--- src/hw/rtl/bootp_prs_pkg.sv ---
// Shared constants, types and helper functions of the BOOTP reply parser.
// No dependencies; used by every RTL file of the block.
`timescale 1ns / 1ps

package bootp_prs_pkg;

  // Packet geometry
  localparam int HEADER_BYTES     = 36;
  localparam int VENDOR_BYTES     = 128;
  localparam int MAX_PACKET_BYTES = 512;

  localparam int OFS_HTYPE  = HEADER_BYTES + 1;
  localparam int OFS_HLEN   = HEADER_BYTES + 2;
  localparam int OFS_YIADDR = HEADER_BYTES + 16;
  localparam int OFS_CHADDR = HEADER_BYTES + 28;
  localparam int OFS_VEND   = HEADER_BYTES + 236;

  // Offset counter saturates at MAX_PACKET_BYTES, so it must hold that value.
  localparam int OFS_W = $clog2(MAX_PACKET_BYTES + 1);

  localparam int MAC_BYTES = 6;
  localparam int IP_BYTES  = 4;
  localparam int IP_W      = 8 * IP_BYTES;
  localparam int MAC_W     = 8 * MAC_BYTES;
  localparam int NUM_ADDR  = 6;
  localparam int CNT_W     = $clog2(IP_BYTES + 1);

  // Front-to-back queue
  localparam int QUEUE_DEPTH = 4;
  localparam int QPTR_W      = $clog2(QUEUE_DEPTH);
  localparam int QCNT_W      = $clog2(QUEUE_DEPTH + 1);

  // Result queue
  localparam int RES_DEPTH  = 2;
  localparam int RPTR_W     = $clog2(RES_DEPTH);
  localparam int RCNT_W     = $clog2(RES_DEPTH + 1);

  // Header field values
  localparam logic [7:0] HTYPE_ETHER = 8'd1;
  localparam logic [7:0] HLEN_ETHER  = 8'd6;

  // Option codes
  localparam logic [7:0] OPT_PAD        = 8'd0;
  localparam logic [7:0] OPT_END        = 8'hFF;
  localparam logic [7:0] OPT_MASK       = 8'd1;
  localparam logic [7:0] OPT_ROUTER     = 8'd3;
  localparam logic [7:0] OPT_DNS        = 8'd6;
  localparam logic [7:0] OPT_COOKIE_SRV = 8'd8;
  localparam logic [7:0] OPT_RLP_SRV    = 8'd11;
  localparam logic [7:0] MASK_LEN       = 8'd4;

  // Address register indexes
  localparam logic [2:0] ADDR_CLIENT = 3'd0;
  localparam logic [2:0] ADDR_MASK   = 3'd1;
  localparam logic [2:0] ADDR_ROUTER = 3'd2;
  localparam logic [2:0] ADDR_DNS    = 3'd3;
  localparam logic [2:0] ADDR_AUTH   = 3'd4;
  localparam logic [2:0] ADDR_FILE   = 3'd5;

  typedef enum logic [2:0] {
    PH_COOKIE,
    PH_CODE,
    PH_LEN,
    PH_VALUE,
    PH_STOP,
    PH_BAD
  } phase_e;

  // One queue word: a packet byte plus what the front learned about it.
  typedef struct packed {
    logic [7:0]      data;
    logic            last;    // final byte of the packet
    logic            acc;     // packet accepted (valid with last)
    logic            parse;   // byte lies in the vendor area of a matching reply
    logic            commit;  // first vendor byte: commit offered address
    logic            vi_lt4;  // vendor index below four
    logic [1:0]      vi_lo;
    logic [IP_W-1:0] ip;      // offered address (valid with commit)
  } entry_t;

  typedef struct packed {
    logic                          accepted;
    logic                          cookie_ok;
    logic [NUM_ADDR-1:0][IP_W-1:0] addr;
  } result_t;

  typedef struct packed {
    logic       hit;
    logic [2:0] idx;
  } addr_sel_t;

  function automatic logic [7:0] magic_byte(input logic [1:0] idx);
    logic [7:0] b;
    unique case (idx)
      2'd0: b = 8'd99;
      2'd1: b = 8'd130;
      2'd2: b = 8'd83;
      2'd3: b = 8'd99;
      default: b = 8'd0;
    endcase
    return b;
  endfunction

  function automatic addr_sel_t reg_for_code(input logic [7:0] code);
    addr_sel_t s;
    s.hit = 1'b1;
    priority case (code)
      OPT_MASK:       s.idx = ADDR_MASK;
      OPT_ROUTER:     s.idx = ADDR_ROUTER;
      OPT_DNS:        s.idx = ADDR_DNS;
      OPT_COOKIE_SRV: s.idx = ADDR_AUTH;
      OPT_RLP_SRV:    s.idx = ADDR_FILE;
      default: begin
        s.hit = 1'b0;
        s.idx = ADDR_CLIENT;
      end
    endcase
    return s;
  endfunction

endpackage

--- src/hw/rtl/bootp_prs_front.sv ---
// Front end: byte offset, header match, offered address and bound flag.
// Emits one classified word per byte into the queue until bound. Uses bootp_prs_pkg.
`timescale 1ns / 1ps

module bootp_prs_front (
  input  logic                      clk_i,
  input  logic                      rst_ni,
  input  logic                      cfg_valid_i,
  input  logic [bootp_prs_pkg::MAC_W-1:0] cfg_mac_i,
  input  logic                      byte_valid_i,
  input  logic [7:0]                data_byte_i,
  input  logic                      last_byte_i,
  output logic                      q_push_o,
  output bootp_prs_pkg::entry_t     q_entry_o
);

  localparam int W = bootp_prs_pkg::OFS_W;

  logic [W-1:0]                     ofs_q, ofs_d;
  logic                             match_q, match_d;
  logic                             bound_q, bound_d;
  logic [bootp_prs_pkg::IP_W-1:0]   shadow_q, shadow_d;
  logic [bootp_prs_pkg::MAC_W-1:0]  mac_q;
  logic [bootp_prs_pkg::MAC_BYTES-1:0][7:0] mac_bytes;
  logic [W-1:0]                     vi;
  logic [2:0]                       mac_sel;
  logic                             in_range, in_yiaddr, in_chaddr, vend;

  assign mac_bytes = mac_q;

  always_comb begin
    vi        = ofs_q - W'(bootp_prs_pkg::OFS_VEND);
    mac_sel   = 3'(bootp_prs_pkg::MAC_BYTES - 1) - 3'(ofs_q - W'(bootp_prs_pkg::OFS_CHADDR));
    in_range  = ofs_q < W'(bootp_prs_pkg::MAX_PACKET_BYTES);
    in_yiaddr = (ofs_q >= W'(bootp_prs_pkg::OFS_YIADDR)) &&
                (ofs_q <  W'(bootp_prs_pkg::OFS_YIADDR + bootp_prs_pkg::IP_BYTES));
    in_chaddr = (ofs_q >= W'(bootp_prs_pkg::OFS_CHADDR)) &&
                (ofs_q <  W'(bootp_prs_pkg::OFS_CHADDR + bootp_prs_pkg::MAC_BYTES));

    ofs_d    = ofs_q;
    match_d  = match_q;
    bound_d  = bound_q;
    shadow_d = shadow_q;

    if (in_range) begin
      if (ofs_q == W'(bootp_prs_pkg::OFS_HTYPE) && data_byte_i != bootp_prs_pkg::HTYPE_ETHER) begin
        match_d = 1'b0;
      end
      if (ofs_q == W'(bootp_prs_pkg::OFS_HLEN) && data_byte_i != bootp_prs_pkg::HLEN_ETHER) begin
        match_d = 1'b0;
      end
      if (in_chaddr && data_byte_i != mac_bytes[mac_sel]) begin
        match_d = 1'b0;
      end
      if (in_yiaddr) begin
        shadow_d = {shadow_q[bootp_prs_pkg::IP_W-9:0], data_byte_i};
      end
      ofs_d = ofs_q + W'(1);
    end

    vend = in_range && match_d && (ofs_q >= W'(bootp_prs_pkg::OFS_VEND));

    q_entry_o.data   = data_byte_i;
    q_entry_o.last   = last_byte_i;
    q_entry_o.acc    = match_d && (ofs_q >= W'(bootp_prs_pkg::OFS_VEND));
    q_entry_o.parse  = vend && (vi < W'(bootp_prs_pkg::VENDOR_BYTES));
    q_entry_o.commit = vend && (vi == '0);
    q_entry_o.vi_lt4 = vi < W'(4);
    q_entry_o.vi_lo  = vi[1:0];
    q_entry_o.ip     = shadow_q;

    q_push_o = byte_valid_i && !bound_q;

    if (last_byte_i) begin
      bound_d  = q_entry_o.acc;
      ofs_d    = '0;
      match_d  = 1'b1;
      shadow_d = '0;
    end

    // Nothing moves while bound or without a byte.
    if (!q_push_o) begin
      ofs_d    = ofs_q;
      match_d  = match_q;
      bound_d  = bound_q;
      shadow_d = shadow_q;
    end
  end

  always_ff @(posedge clk_i or negedge rst_ni) begin
    if (!rst_ni) begin
      ofs_q    <= '0;
      match_q  <= 1'b1;
      bound_q  <= 1'b0;
      shadow_q <= '0;
      mac_q    <= '0;
    end else begin
      ofs_q    <= ofs_d;
      match_q  <= match_d;
      bound_q  <= bound_d;
      shadow_q <= shadow_d;
      if (cfg_valid_i) begin
        mac_q <= cfg_mac_i;
      end
    end
  end

endmodule

--- src/hw/rtl/bootp_prs_queue.sv ---
// Short FIFO of classified words between the front and back ends.
// Depth from bootp_prs_pkg::QUEUE_DEPTH.
`timescale 1ns / 1ps

module bootp_prs_queue (
  input  logic                  clk_i,
  input  logic                  rst_ni,
  input  logic                  push_i,
  input  bootp_prs_pkg::entry_t entry_i,
  output logic                  full_o,
  input  logic                  pop_i,
  output logic                  empty_o,
  output bootp_prs_pkg::entry_t entry_o
);

  bootp_prs_pkg::entry_t                    mem_q [bootp_prs_pkg::QUEUE_DEPTH];
  logic [bootp_prs_pkg::QPTR_W-1:0]         wr_q, wr_d, rd_q, rd_d;
  logic [bootp_prs_pkg::QCNT_W-1:0]         cnt_q, cnt_d;
  logic                                     do_push, do_pop;

  assign full_o  = cnt_q == bootp_prs_pkg::QCNT_W'(bootp_prs_pkg::QUEUE_DEPTH);
  assign empty_o = cnt_q == '0;
  assign entry_o = mem_q[rd_q];
  assign do_push = push_i && !full_o;
  assign do_pop  = pop_i && !empty_o;

  always_comb begin
    wr_d  = do_push ? wr_q + bootp_prs_pkg::QPTR_W'(1) : wr_q;
    rd_d  = do_pop  ? rd_q + bootp_prs_pkg::QPTR_W'(1) : rd_q;
    cnt_d = cnt_q + bootp_prs_pkg::QCNT_W'(do_push) - bootp_prs_pkg::QCNT_W'(do_pop);
  end

  always_ff @(posedge clk_i or negedge rst_ni) begin
    if (!rst_ni) begin
      wr_q  <= '0;
      rd_q  <= '0;
      cnt_q <= '0;
    end else begin
      wr_q  <= wr_d;
      rd_q  <= rd_d;
      cnt_q <= cnt_d;
    end
  end

  always_ff @(posedge clk_i) begin
    if (do_push) begin
      mem_q[wr_q] <= entry_i;
    end
  end

endmodule

--- src/hw/rtl/bootp_prs_back.sv ---
// Back end: cookie check, option walk, address registers, result FIFO.
// Consumes words from bootp_prs_queue. Uses bootp_prs_pkg.
`timescale 1ns / 1ps

module bootp_prs_back (
  input  logic                   clk_i,
  input  logic                   rst_ni,
  input  logic                   q_valid_i,
  input  bootp_prs_pkg::entry_t  q_entry_i,
  output logic                   q_pop_o,
  output logic                   res_empty_o,
  input  logic                   res_pop_i,
  output bootp_prs_pkg::result_t res_o
);

  bootp_prs_pkg::phase_e  phase_q, phase_d;
  logic [7:0]             code_q, code_d;
  logic [7:0]             rem_q, rem_d;
  logic [bootp_prs_pkg::IP_W-1:0]  val_q, val_d;
  logic [bootp_prs_pkg::CNT_W-1:0] cnt_q, cnt_d;
  logic [bootp_prs_pkg::NUM_ADDR-1:0][bootp_prs_pkg::IP_W-1:0] addr_q, addr_d;
  bootp_prs_pkg::addr_sel_t sel;
  bootp_prs_pkg::result_t   res;

  bootp_prs_pkg::result_t           out_mem_q [bootp_prs_pkg::RES_DEPTH];
  logic [bootp_prs_pkg::RPTR_W-1:0] owr_q, ord_q;
  logic [bootp_prs_pkg::RCNT_W-1:0] ocnt_q;
  logic                             out_room, out_push, out_pop;
  logic [7:0]                       b;

  assign b        = q_entry_i.data;
  assign out_room = ocnt_q != bootp_prs_pkg::RCNT_W'(bootp_prs_pkg::RES_DEPTH);
  assign q_pop_o  = q_valid_i && (!q_entry_i.last || out_room);
  assign out_push = q_pop_o && q_entry_i.last;
  assign out_pop  = res_pop_i && !res_empty_o;
  assign res_empty_o = ocnt_q == '0;
  assign res_o       = out_mem_q[ord_q];
  assign sel         = bootp_prs_pkg::reg_for_code(code_q);

  always_comb begin
    phase_d = phase_q;
    code_d  = code_q;
    rem_d   = rem_q;
    val_d   = val_q;
    cnt_d   = cnt_q;
    addr_d  = addr_q;

    if (q_pop_o && q_entry_i.commit) begin
      addr_d[bootp_prs_pkg::ADDR_CLIENT] = q_entry_i.ip;
    end

    if (q_pop_o && q_entry_i.parse) begin
      unique case (phase_q)
        bootp_prs_pkg::PH_COOKIE: begin
          if (!q_entry_i.vi_lt4 || b != bootp_prs_pkg::magic_byte(q_entry_i.vi_lo)) begin
            phase_d = bootp_prs_pkg::PH_BAD;
          end else if (q_entry_i.vi_lo == 2'd3) begin
            phase_d = bootp_prs_pkg::PH_CODE;
          end
        end
        bootp_prs_pkg::PH_CODE: begin
          if (b == bootp_prs_pkg::OPT_PAD || b == bootp_prs_pkg::OPT_END) begin
            phase_d = bootp_prs_pkg::PH_STOP;
          end else begin
            code_d  = b;
            phase_d = bootp_prs_pkg::PH_LEN;
          end
        end
        bootp_prs_pkg::PH_LEN: begin
          if (code_q == bootp_prs_pkg::OPT_MASK && b != bootp_prs_pkg::MASK_LEN) begin
            phase_d = bootp_prs_pkg::PH_STOP;
          end else begin
            rem_d   = b;
            val_d   = '0;
            cnt_d   = '0;
            phase_d = (b == 8'd0) ? bootp_prs_pkg::PH_CODE : bootp_prs_pkg::PH_VALUE;
          end
        end
        bootp_prs_pkg::PH_VALUE: begin
          if (cnt_q < bootp_prs_pkg::CNT_W'(bootp_prs_pkg::IP_BYTES)) begin
            val_d = {val_q[bootp_prs_pkg::IP_W-9:0], b};
            cnt_d = cnt_q + bootp_prs_pkg::CNT_W'(1);
            // Fourth value byte completes the first address.
            if (cnt_q == bootp_prs_pkg::CNT_W'(bootp_prs_pkg::IP_BYTES - 1) && sel.hit) begin
              addr_d[sel.idx] = val_d;
            end
          end
          rem_d = rem_q - 8'd1;
          if (rem_q == 8'd1) begin
            phase_d = bootp_prs_pkg::PH_CODE;
          end
        end
        default: ;
      endcase
    end

    res.accepted  = q_entry_i.acc;
    res.cookie_ok = q_entry_i.acc &&
                    (phase_d == bootp_prs_pkg::PH_CODE || phase_d == bootp_prs_pkg::PH_LEN ||
                     phase_d == bootp_prs_pkg::PH_VALUE || phase_d == bootp_prs_pkg::PH_STOP);
    res.addr      = addr_d;

    if (out_push) begin
      phase_d = bootp_prs_pkg::PH_COOKIE;
      code_d  = '0;
      rem_d   = '0;
      val_d   = '0;
      cnt_d   = '0;
    end
  end

  always_ff @(posedge clk_i or negedge rst_ni) begin
    if (!rst_ni) begin
      phase_q <= bootp_prs_pkg::PH_COOKIE;
      code_q  <= '0;
      rem_q   <= '0;
      val_q   <= '0;
      cnt_q   <= '0;
      addr_q  <= '0;
      owr_q   <= '0;
      ord_q   <= '0;
      ocnt_q  <= '0;
    end else begin
      phase_q <= phase_d;
      code_q  <= code_d;
      rem_q   <= rem_d;
      val_q   <= val_d;
      cnt_q   <= cnt_d;
      addr_q  <= addr_d;
      if (out_push) begin
        owr_q <= owr_q + bootp_prs_pkg::RPTR_W'(1);
      end
      if (out_pop) begin
        ord_q <= ord_q + bootp_prs_pkg::RPTR_W'(1);
      end
      ocnt_q <= ocnt_q + bootp_prs_pkg::RCNT_W'(out_push) - bootp_prs_pkg::RCNT_W'(out_pop);
    end
  end

  always_ff @(posedge clk_i) begin
    if (out_push) begin
      out_mem_q[owr_q] <= res;
    end
  end

endmodule

--- src/hw/rtl/bootp_reply_option_parser_core.sv ---
// BOOTP reply parser. Takes a received reply one byte per clock (push/full) behind a
// 36-byte pseudo-header and returns one result word (empty/pop) on the last byte of
// each packet that starts while the block is not yet bound. A reply is accepted when
// its hardware type is 1, its address length is 6, its client hardware address equals
// the MAC written over the cfg port, and it reaches the vendor area; the offered
// address is then committed, the 99.130.83.99 cookie checked and the options walked
// up to a pad or end code or a mask option not four bytes long. The first address of
// mask, router, DNS, cookie-server and resource-server options lands in the address
// registers shown with every result. After one accepted reply the block is bound and
// swallows all bytes until reset. Rate: one byte per clock while the queue has room.
// The front end sees each byte in the cycle it is accepted; a four-word queue
// decouples it from the option walker, and a two-word result FIFO lets the option
// walker keep going while a result waits to be popped. A last byte that meets a full
// result FIFO waits in the queue; its result word shows on the ports once written there.
`timescale 1ns / 1ps

module bootp_reply_option_parser_core (
  input  logic                             clk_i,
  input  logic                             rst_ni,
  // Configuration: own MAC, first byte in the top bits
  input  logic                             cfg_valid_i,
  output logic                             cfg_ready_o,
  input  logic [bootp_prs_pkg::MAC_W-1:0]  cfg_client_mac_i,
  // Byte input
  input  logic                             push,
  output logic                             full,
  input  logic [7:0]                       data_byte_i,
  input  logic                             last_byte_i,
  // Result output
  output logic                             empty,
  input  logic                             pop,
  output logic                             accepted_o,
  output logic                             cookie_ok_o,
  output logic [bootp_prs_pkg::IP_W-1:0]   client_ip_o,
  output logic [bootp_prs_pkg::IP_W-1:0]   subnet_mask_o,
  output logic [bootp_prs_pkg::IP_W-1:0]   gateway_ip_o,
  output logic [bootp_prs_pkg::IP_W-1:0]   dns_ip_o,
  output logic [bootp_prs_pkg::IP_W-1:0]   auth_ip_o,
  output logic [bootp_prs_pkg::IP_W-1:0]   file_server_ip_o
);

  logic                   byte_valid;
  logic                   q_push, q_empty, q_pop;
  bootp_prs_pkg::entry_t  q_in, q_out;
  bootp_prs_pkg::result_t res;

  // Register is always writable; the user must write it only while idle, the block does not enforce this.
  assign cfg_ready_o = 1'b1;

  // A byte is taken whenever the queue has room, bound or not.
  assign byte_valid = push && !full;

  bootp_prs_front u_front (
    .clk_i        (clk_i),
    .rst_ni       (rst_ni),
    .cfg_valid_i  (cfg_valid_i),
    .cfg_mac_i    (cfg_client_mac_i),
    .byte_valid_i (byte_valid),
    .data_byte_i  (data_byte_i),
    .last_byte_i  (last_byte_i),
    .q_push_o     (q_push),
    .q_entry_o    (q_in)
  );

  bootp_prs_queue u_queue (
    .clk_i   (clk_i),
    .rst_ni  (rst_ni),
    .push_i  (q_push),
    .entry_i (q_in),
    .full_o  (full),
    .pop_i   (q_pop),
    .empty_o (q_empty),
    .entry_o (q_out)
  );

  bootp_prs_back u_back (
    .clk_i       (clk_i),
    .rst_ni      (rst_ni),
    .q_valid_i   (!q_empty),
    .q_entry_i   (q_out),
    .q_pop_o     (q_pop),
    .res_empty_o (empty),
    .res_pop_i   (pop),
    .res_o       (res)
  );

  // Unpack the head result word.
  assign accepted_o       = res.accepted;
  assign cookie_ok_o      = res.cookie_ok;
  assign client_ip_o      = res.addr[bootp_prs_pkg::ADDR_CLIENT];
  assign subnet_mask_o    = res.addr[bootp_prs_pkg::ADDR_MASK];
  assign gateway_ip_o     = res.addr[bootp_prs_pkg::ADDR_ROUTER];
  assign dns_ip_o         = res.addr[bootp_prs_pkg::ADDR_DNS];
  assign auth_ip_o        = res.addr[bootp_prs_pkg::ADDR_AUTH];
  assign file_server_ip_o = res.addr[bootp_prs_pkg::ADDR_FILE];

endmodule

--- config.mk ---
export PLATFORM = sky130hd
export DESIGN_NAME = bootp_reply_option_parser_core
export DESIGN_NICKNAME = d
export VERILOG_FILES = /design/src/hw/rtl/bootp_prs_pkg.sv /design/src/hw/rtl/bootp_prs_front.sv /design/src/hw/rtl/bootp_prs_queue.sv /design/src/hw/rtl/bootp_prs_back.sv /design/src/hw/rtl/bootp_reply_option_parser_core.sv
export SDC_FILE = /design/constraint.sdc
export NUM_CORES = 1
export LEC_CHECK = 0
export ABC_AREA = 1
export BUFFER_PORTS_ARGS = -buffer_cell sky130_fd_sc_hd__buf_2
export CELL_PAD_IN_SITES_DETAIL_PLACEMENT = 0
export CELL_PAD_IN_SITES_GLOBAL_PLACEMENT = 2
export CORE_MARGIN = 2
export CORE_UTILIZATION = 41
export CTS_CLUSTER_SIZE = 16
export DETAILED_ROUTE_END_ITERATION = 8
export HOLD_SLACK_MARGIN = 0.03
export PLACE_DENSITY = 0.79
export SLEW_MARGIN = 15
export SYNTH_ARGS = -nofsm -noshare
export SYNTH_HDL_FRONTEND = slang
export SYNTH_SLANG_ARGS = --single-unit
--- constraint.sdc ---
create_clock -name clk_i -period 13.1 [get_ports clk_i]
set_input_delay 3.93 -clock clk_i [delete_from_list [all_inputs] [get_ports clk_i]]
set_output_delay 3.93 -clock clk_i [all_outputs]
set_load 0.05 [all_outputs]
==> results of run 1 <==
## tightest hold or removal path, delay by kind of cell, from the launching register on
kind,cells,cell delay [ps]
AND/OR/NAND/NOR,1,50
flip-flops,1,360
buffers and inverters,1,40
## power by group through the flow
stage	Clock (mW)	Sequential [mW]	Combinational, mW
2_1_floorplan	0	4.32	3.02
3_3_place_gp	0	4.22	4.20
3_5_place_dp	0	4.23	4.25
4_1_cts	2.82	4.18	4.25
5_1_grt	2.93	4.23	4.51
6_report	2.75	4.17	4.16
## layer usage
| metal | vias up | global-route usage, % | wire length (µm) |
|---|---|---|---|
| met5 | - | 0 | 0 |
| met4 | 0 | 5.13 | 1710 |
| met3 | 115 | 2.94 | 4270 |
| met2 | 538 | 34.8 | 44500 |
| met1 | 11100 | 25.3 | 37000 |
| li1 | 10800 | - | - |
## worst max-delay path by stage
stage	from	to	slack, ps	depth (start not counted)
2_1_floorplan	u_queue.rd_q[0]	u_back.out_mem_q[0][0]	2790	11
3_3_place_gp	u_back.ord_q	gateway_ip_o[9]	6430	5
3_5_place_dp	u_back.ord_q	gateway_ip_o[14]	6370	5
4_1_cts	u_back.ord_q	gateway_ip_o[14]	5670	5
5_1_grt	u_back.ord_q	gateway_ip_o[3]	5440	5
6_report	u_back.ord_q	dns_ip_o[2]	5750	5
## Yosys cell counts (2+ instances only)
cell                          n
sky130_fd_sc_hd__xnor2_1      3
sky130_fd_sc_hd__o2111ai_1    3
sky130_fd_sc_hd__dfrtp_1    340
sky130_fd_sc_hd__a21oi_1     29
sky130_fd_sc_hd__nand3b_1     3
sky130_fd_sc_hd__nand3_1     55
sky130_fd_sc_hd__inv_2       17
sky130_fd_sc_hd__buf_1        9
sky130_fd_sc_hd__nor2_1     133
sky130_fd_sc_hd__buf_2       24
sky130_fd_sc_hd__nor4_1       6
sky130_fd_sc_hd__o21ai_0    228
sky130_fd_sc_hd__clkinv_1     2
sky130_fd_sc_hd__buf_4        4
sky130_fd_sc_hd__mux2i_1     32
sky130_fd_sc_hd__o22ai_1     96
sky130_fd_sc_hd__a32oi_1      2
sky130_fd_sc_hd__or2_2        2
sky130_fd_sc_hd__nor3_1      16
sky130_fd_sc_hd__nand4_1      5
sky130_fd_sc_hd__nand2_1    948
sky130_fd_sc_hd__o21ai_1     43
sky130_fd_sc_hd__a211oi_1     2
sky130_fd_sc_hd__ha_1        20
sky130_fd_sc_hd__inv_1      284
sky130_fd_sc_hd__edfxtp_1   576
sky130_fd_sc_hd__clkbuf_1    97
sky130_fd_sc_hd__mux2_2      56
sky130_fd_sc_hd__o211ai_1    11
sky130_fd_sc_hd__nand2_2      3
sky130_fd_sc_hd__xor2_1       6
## registers in the layout (all words and copies together), names as in the netlist, 8 cells and up
register           count
u_back.out_mem_q     388
u_back.code_q          8
u_front.mac_bytes     48
u_queue.mem_q        188
u_front.ofs_q         10
u_back.addr_q        192
u_back.rem_q           8
u_front.shadow_q      32
u_back.val_q          24
## kinds of logic after synthesis
| group | share of synthesized area [%] |
|---|---|
| compound gates | 6.35 |
| simple gates | 12.9 |
| flops | 72.4 |
| buf+inv | 4.72 |
| fa+ha+maj | 0.757 |
| xor+xnor | 0.221 |
| other cells | 0.0105 |
| mux | 2.66 |
## area by class of cell
cell class | instances | share of cell area (%)
clock buffer | 125 | 6.33
tap | 1155 | 3.49
timing repair buffer | 286 | 3.72
clock inverter | 57 | 1.48
multi-input combinational | 1713 | 19.9
inverter | 303 | 2.76
sequential | 917 | 62.3
## per-stage QoR
step / area [µm²] / cells / power, mW
CTS: 41400 / 4556 / 11.2
global route: 41400 / 4556 / 11.7
detailed placement: 38200 / 4374 / 8.48
global placement: 38200 / 4374 / 8.42
floorplan: 35700 / 3067 / 7.34
finish: 41400 / 4556 / 11.1
==> results.md, run 1 <==
Outcome:
- The flow ran to the end, and the final reports show no timing, DRC or antenna violations.

Placed design:
- The wire-length estimate of the detail-placed layout is 54900 µm.
- OpenSTA, run right after detailed placement, puts the worst setup slack at 6370 ps.
- The count of input and output buffers is 257.
- Routability-driven placement finished with a final weighted congestion of 0.821.

Global route:
- For this run, the total global-route usage over all layers was measured as 19.7%.
- The via count of the first global-routing pass came to 23.1k.
- The number of antenna violations at the first check in global routing is 0.
- The first global-routing pass estimated 136000 µm of wire.
- Entering global routing, the biggest net connects 165 pins.
- The total global routing overflow is 0.

Route:
- The detailed router finished its first iteration with 1551 violations.
- The count of nets left with antenna violations once routing finished came out at 0.
- The residual DRC count is 0.
- The total wire length after detailed routing is 87500 µm.
- The per-cell routed wire length is 19.2 µm.
- The via total after detailed routing is 22.6k.
- The length of the first detailed-routing pass in iterations is 6.
- In the routed layout, each cell is associated on average with a via count of 4.95.

Clock network:
- The CTS tree is built.
- The H-tree was split into 3 levels.
- Clock tree synthesis selected as its root buffer the cell sky130_fd_sc_hd__clkbuf_16.
- The number of buffers inserted to repair setup after CTS is 0.
- The clock sink count is 917.
- The total of cells resized after clock tree synthesis is 0.
- The number of buffers inserted during clock tree synthesis is 96.
- Counting along the longest clock path gives a buffer depth of 3.
- Clock-pin slew was measured on the worst setup and hold paths at 60 ps.
- The number of hold buffers added after CTS is 0.
- The later-pin clock latency in the skew report is 650 ps.

Power:
- The internal power contribution is 6.42 mW.
- In this run the static leakage power is 18.5 nW.
- Summed over all nets, the switching power comes to 4.67 mW.
- The ratio of total power to cell area is 268 nW/µm².
- The clock share of power is 24.8%.
- The share of total power dissipated in sequential elements is 37.6%.
- IR analysis of the VDD net gives a maximum drop of 0.000233 V.
- In this run switching power makes up 42.1% of total power.
- The relative contribution of combinational cells to total power is 37.5%.

Critical path:
- The reg-to-reg setup timing slack is 9290 ps.
- The critical path is of the flip-flop to output port type.
- The arrival time of data at the critical path endpoint is 3420 ps.
- The dominant cell type by count on the critical path is sky130_fd_sc_hd__nand2_1.
- Along the worst path, the maximum fanout reaches 99.
- The cell family with the largest share of critical-path delay is buffers and inverters.
- In this run the critical register-to-register path is launched from u_queue.rd_q[1].
- In this run the critical register-to-register path is captured at u_back.out_mem_q[0][19].
- For the worst flop-to-flop path, the logic depth is 9.
- The required time at the endpoint of the critical path is 9170 ps.
- Traced cell by cell, the critical path runs through inv_6, buf_4, nand2_1, nand2_1, buf_2.
- Counting both buffers and inverters, the worst setup path holds a total of 3.
- The delay of the slowest critical-path stage is 800 ps.
- The slowest stage of the critical path belongs to the cell sky130_fd_sc_hd__buf_4.
- The critical path endpoint category is an output port.
- The nature of the critical path startpoint is a flip-flop.

Timing:
- Hold is met by 486 ps.
- The worst slew margin relative to its limit is 26.7%.
- Based on the critical path, the design can be clocked at up to 0.136 GHz.
- The pin slew with the least headroom to its limit is 1100 ps.
- Clock skew on the completed layout was measured at 18.6 ps.
- The count of endpoints failing hold in the final timing report is 0.
- Setup violations remaining at the end of the flow were counted as 0.
- The portion of the clock cycle consumed by the worst path in the final layout is 56.1%.
- In the final timing run, aggregate negative setup slack is 0 ps.
- The total count of max-transition violations in the final report is 0.
- Counting I/O delays and the setup requirement, the final critical path takes 7350 ps.
- Setup repair after global routing left no endpoint under its margin.
- The minimum setup slack in the final design is 5750 ps.

Floorplan:
- In this run the standard cell core region covers 86500 µm².
- The overall die width is 299 µm.
- The overall die area is 89400 µm².
- The number of placement rows is 108.
- The vertical extent of the die is 299 µm.
- Once the floorplan was initialized, standard cells occupied 41.3% of the core.
- The I/O pin total is 259.

Logic synthesis:
- Yosys printed 0 warnings.
- Summing every instance area after synthesis gives 35700 µm².
- The synthesized design contains 917 register bits.
- The commonest register cell after synthesis is sky130_fd_sc_hd__edfxtp_1.
- Counting distinct cell types in the post-synthesis netlist gives 43.
- By area the synthesized netlist is led by sky130_fd_sc_hd__edfxtp_1 (48%), sky130_fd_sc_hd__dfrtp_1 (24%), sky130_fd_sc_hd__nand2_1 (10%).
- The average cell area after synthesis is 11.6 µm².
- In the synthesized netlist, the number of instances is 3067.
- The leading area contributor after synthesis is sky130_fd_sc_hd__edfxtp_1.
- After synthesis, the share of flip-flops with an asynchronous set or reset is 37.2%.
- The fraction of the yosys area taken by sequential cells is 72.4%.
- The top cell type by area accounts for 48.5% of the synthesized area.
- The number of nets handed over by synthesis was 3150.
- The count of flip-flops with a built-in enable after synthesis is 576.

Layout:
- Leaving out fill and tap cells, the most frequent cells in the layout are sky130_fd_sc_hd__nand2_1 (944), sky130_fd_sc_hd__edfxtp_1 (576), sky130_fd_sc_hd__dfrtp_1 (338), sky130_fd_sc_hd__inv_1 (283), sky130_fd_sc_hd__buf_2 (255).
- The multi-input gate area in the final layout is 8250 µm².
- The post-route core utilization is 47.9%.
- Leaving out fill and tap cells, the most frequent cell in the layout is sky130_fd_sc_hd__nand2_1.
- In the final layout, the share of cells above drive strength 1 is 15.9%.
- After the last flow step, the layout net total stands at 3400.
- Fill cells in the final layout number 7771.
- The antenna diode count is 0.
- The area occupied by registers is 25800 µm².
- From synthesis to final layout, the design area changed by 16.1%.

Min path:
- The origin of the worst min-delay path is u_front.bound_q.
- The worst hold path stage count is 2.
- The path with the worst hold slack has its endpoint at u_front.bound_q.
- The worst min-delay path class is flip-flop to flip-flop.

Flow run:
- Across the run, the number of max-cap violations was 0.
Note: power is estimated with default switching activity, not from simulation.
==> run 2, diff against run 1 <==
==> constraint.sdc (replaced) <==
create_clock -name clk_i -period 7.2 [get_ports clk_i]
set_input_delay 2.16 -clock clk_i [delete_from_list [all_inputs] [get_ports clk_i]]
set_output_delay 2.16 -clock clk_i [all_outputs]
set_load 0.05 [all_outputs]
==> run 2 against run 1 <==
Design area up 0.15%. Critical path depth unchanged. Sequential cell count unchanged. Critical path type unchanged. Largest cell class unchanged.
==> results.md, run 2 (synthesis gave the netlist of run 1 again) <==
Outcome:
- Run status: complete, no violations (unchanged).

Floorplan:
- The area of the core region came to 86500 µm² (unchanged).
- The number of placement rows is 108 (unchanged).
- The overall die area is 89400 µm² (unchanged).
- The vertical extent of the die was 299 µm (unchanged).
- The I/O pin total is 259 (unchanged).
- The initial core utilization is 41.3% (unchanged).
- The overall die width is 299 µm (unchanged).

Route:
- The residual DRC count is 0 (unchanged).
- The per-cell routed wire length is 18.8 µm (was 19.2 µm).
- The initial DRC count was 1573 (was 1551).
- The post-route antenna net violation count is 0 (unchanged).
- The length of the first detailed-routing pass in iterations is 5 (was 6).
- The average vias per placed instance is 4.88 (was 4.95).
- The via total after detailed routing is 22.2k (was 22.6k).
- The total wire length after detailed routing is 85600 µm (was 87500 µm).

Global route:
- The wire length of the first global-routing pass came to 132000 µm (was 136000 µm).
- The number of antenna violations at the first check in global routing is 1 (was 0).
- The aggregate global-route resource usage is 19.2% (was 19.7%).
- The total global routing overflow came to 0 (unchanged).
- The via count of the first global-routing pass was 22.3k (was 23.1k).
- The maximum number of pins on one net before global-route repair is 144 (was 165).

Layout:
- The synthesis-to-finish area growth is 16.3% (was 16.1%).
- The multi-input gate area in the final layout is 8250 µm² (about the same).
- The share of final-layout standard cells stronger than drive strength 1 is 15.7% (was 15.9%).
- Highest-count cells in the layout ignoring fill and taps: sky130_fd_sc_hd__nand2_1 (944), sky130_fd_sc_hd__edfxtp_1 (576), sky130_fd_sc_hd__dfrtp_1 (338), sky130_fd_sc_hd__inv_1 (283), sky130_fd_sc_hd__buf_2 (255) (unchanged).
- The register with the most flip-flops is u_back.out_mem_q (unchanged).
- Largest registers: u_back.out_mem_q (388), u_back.addr_q (192), u_queue.mem_q (188) (unchanged).
- The net total in the final layout is 3399 (was 3400).
- The flip-flop count of the largest register, all copies and words added is 388 (unchanged).
- The area occupied by registers is 25800 µm² (unchanged).
- The layout filler cell count is 7779 (was 7771).
- The most frequent standard cell in the layout excluding fill and tap cells is sky130_fd_sc_hd__nand2_1 (unchanged).
- The total non-filler cell area in the finished layout was 41500 µm² (was 41400 µm²).
- The antenna diode count is 0 (unchanged).

Timing:
- The final worst clock skew was 37.7 ps (was 18.6 ps).
- The highest clock rate is 0.186 GHz.
- The pin slew with the least headroom to its limit was 993 ps (was 1100 ps).
- The total of endpoints with negative setup slack in the final report is 0 (unchanged).
- Counting I/O delays and the setup requirement, the final critical path takes 5370 ps.
- The count of endpoints failing hold in the final timing report came to 0 (unchanged).
- RSZ-0062 raised after global routing: false (unchanged).
- The total count of max-transition violations in the final report came to 0 (unchanged).
- The portion of the clock cycle consumed by the worst path in the final layout is 74.6%.
- The worst slew margin relative to its limit is 33.8% (was 26.7%).

Critical path:
- The dominant cell type by count on the critical path is sky130_fd_sc_hd__nand2_1 (unchanged).
- The depth of the worst register-to-register path was 14 (was 9).
- Cell-by-cell listing of the critical path: inv_6, buf_12, nand2_1, nand2_1, buf_2 (was inv_6, buf_4, nand2_1, nand2_1, buf_2).
- The cell type of the slowest stage on the worst timing path is sky130_fd_sc_hd__dfrtp_4 (was sky130_fd_sc_hd__buf_4).
- The nature of the critical path startpoint is a flip-flop (unchanged).
- The top fanout value on the critical path is 100 (was 99).
- The arrival time of data at the critical path endpoint is 3210 ps (was 3420 ps).
- The delay of the slowest critical-path stage is 760 ps (was 800 ps).
- The critical path endpoint category is an output port (unchanged).
- The required time at the endpoint of the critical path is 5040 ps (was 9170 ps).
- The category of the critical setup timing path is flip-flop to output port (unchanged).

Power:
- The worst ir drop on vdd is 0.000383 V (was 0.000233 V).
- The ratio of total power to cell area is 486 nW/µm² (was 268 nW/µm²).
- The leakage power total is 18.5 nW (about the same).
- The total power draw is 20.2 mW (was 11.1 mW).

Min path:
- The worst hold path stage count is 2 (unchanged).
- The worst min-delay path class is flip-flop to flip-flop (unchanged).

Clock network:
- The number of buffers inserted during clock tree synthesis is 97 (was 96).
- The CTS tree is built (unchanged).
- The CTS root buffer is sky130_fd_sc_hd__clkbuf_16 (unchanged).
- The clock sink count is 917 (unchanged).
- The number of buffers inserted to repair setup after CTS is 0 (unchanged).
- The level count of the clock H-tree came to 3 (unchanged).
- The total of cells resized after clock tree synthesis came to 0 (unchanged).
- The later-pin clock latency in the skew report is 660 ps (was 650 ps).
- The clock slew seen by the registers of the worst setup and hold paths came to 60 ps (about the same).
- The number of hold buffers added after CTS is 0 (unchanged).
- The buffer levels on the longest clock path is 3 (unchanged).

Placed design:
- The count of input and output buffers is 257 (unchanged).
- The HPWL reported at the end of detailed placement is 53500 µm (was 54900 µm).
- The placer congestion estimate is 0.798 (was 0.821).
- The cell area after placement is 38300 µm² (was 38200 µm²).

Flow run:
- The number of max-cap violations came to 0 (unchanged).
==> run 2: worst paths after layout <==
path                       slack, ps                 to             from
max                             1830       dns_ip_o[14]     u_back.ord_q
min                              490    u_front.bound_q  u_front.bound_q
max reg2reg                     3240   u_back.val_q[10]  u_queue.rd_q[1]
min reg2reg                      490    u_front.bound_q  u_front.bound_q
max in group asynchronous       4220  u_back.addr_q[83]           rst_ni
min in group asynchronous       1550  u_back.addr_q[17]           rst_ni
==> run 2: where the power goes <==
group          switching [mW]  internal, mW
clock network            2.05          2.94
registers               0.377          7.18
logic                    6.05          1.57
total                    8.48          11.7
==> run 2: metal layers <==
layer  share of wire [%]  track usage [%]  wire (µm)
met1                  43             25.5      37100
met2                  50             32.6      42700
met3                 4.6             2.82       3960
met4                 2.2             5.85       1890
met5                   0                0          0
==> run 2: through the flow <==
stage                     hold slack (ps)  utilization, %  worst slack (ps)  std cells  TNS (ps)
after floorplan                       454               -             -3110       3067  -1205900
after global placement                471            44.2              2390       4372         0
after detailed placement              479            44.2              2330       4372         0
after CTS                             492            48.0              1680       4555         0
after global routing                  513            48.0              1590       4555         0
final                                 489            48.0              1830       4555         0
==> run 2: worst max-delay path: cells and delay by family (launching register included) <==
family / cells / cell delay, ps
buffers and inverters: 3 / 1420
flip-flops: 1 / 760
AND/OR/NAND/NOR: 2 / 230
==> run 2: final cells by class <==
type	count	share of cell area [%]
sequential	917	62.2
multi-input combinational	1713	19.9
clock buffer	133	6.53
timing repair buffer	284	3.83
tap	1155	3.48
inverter	303	2.76
clock inverter	50	1.28
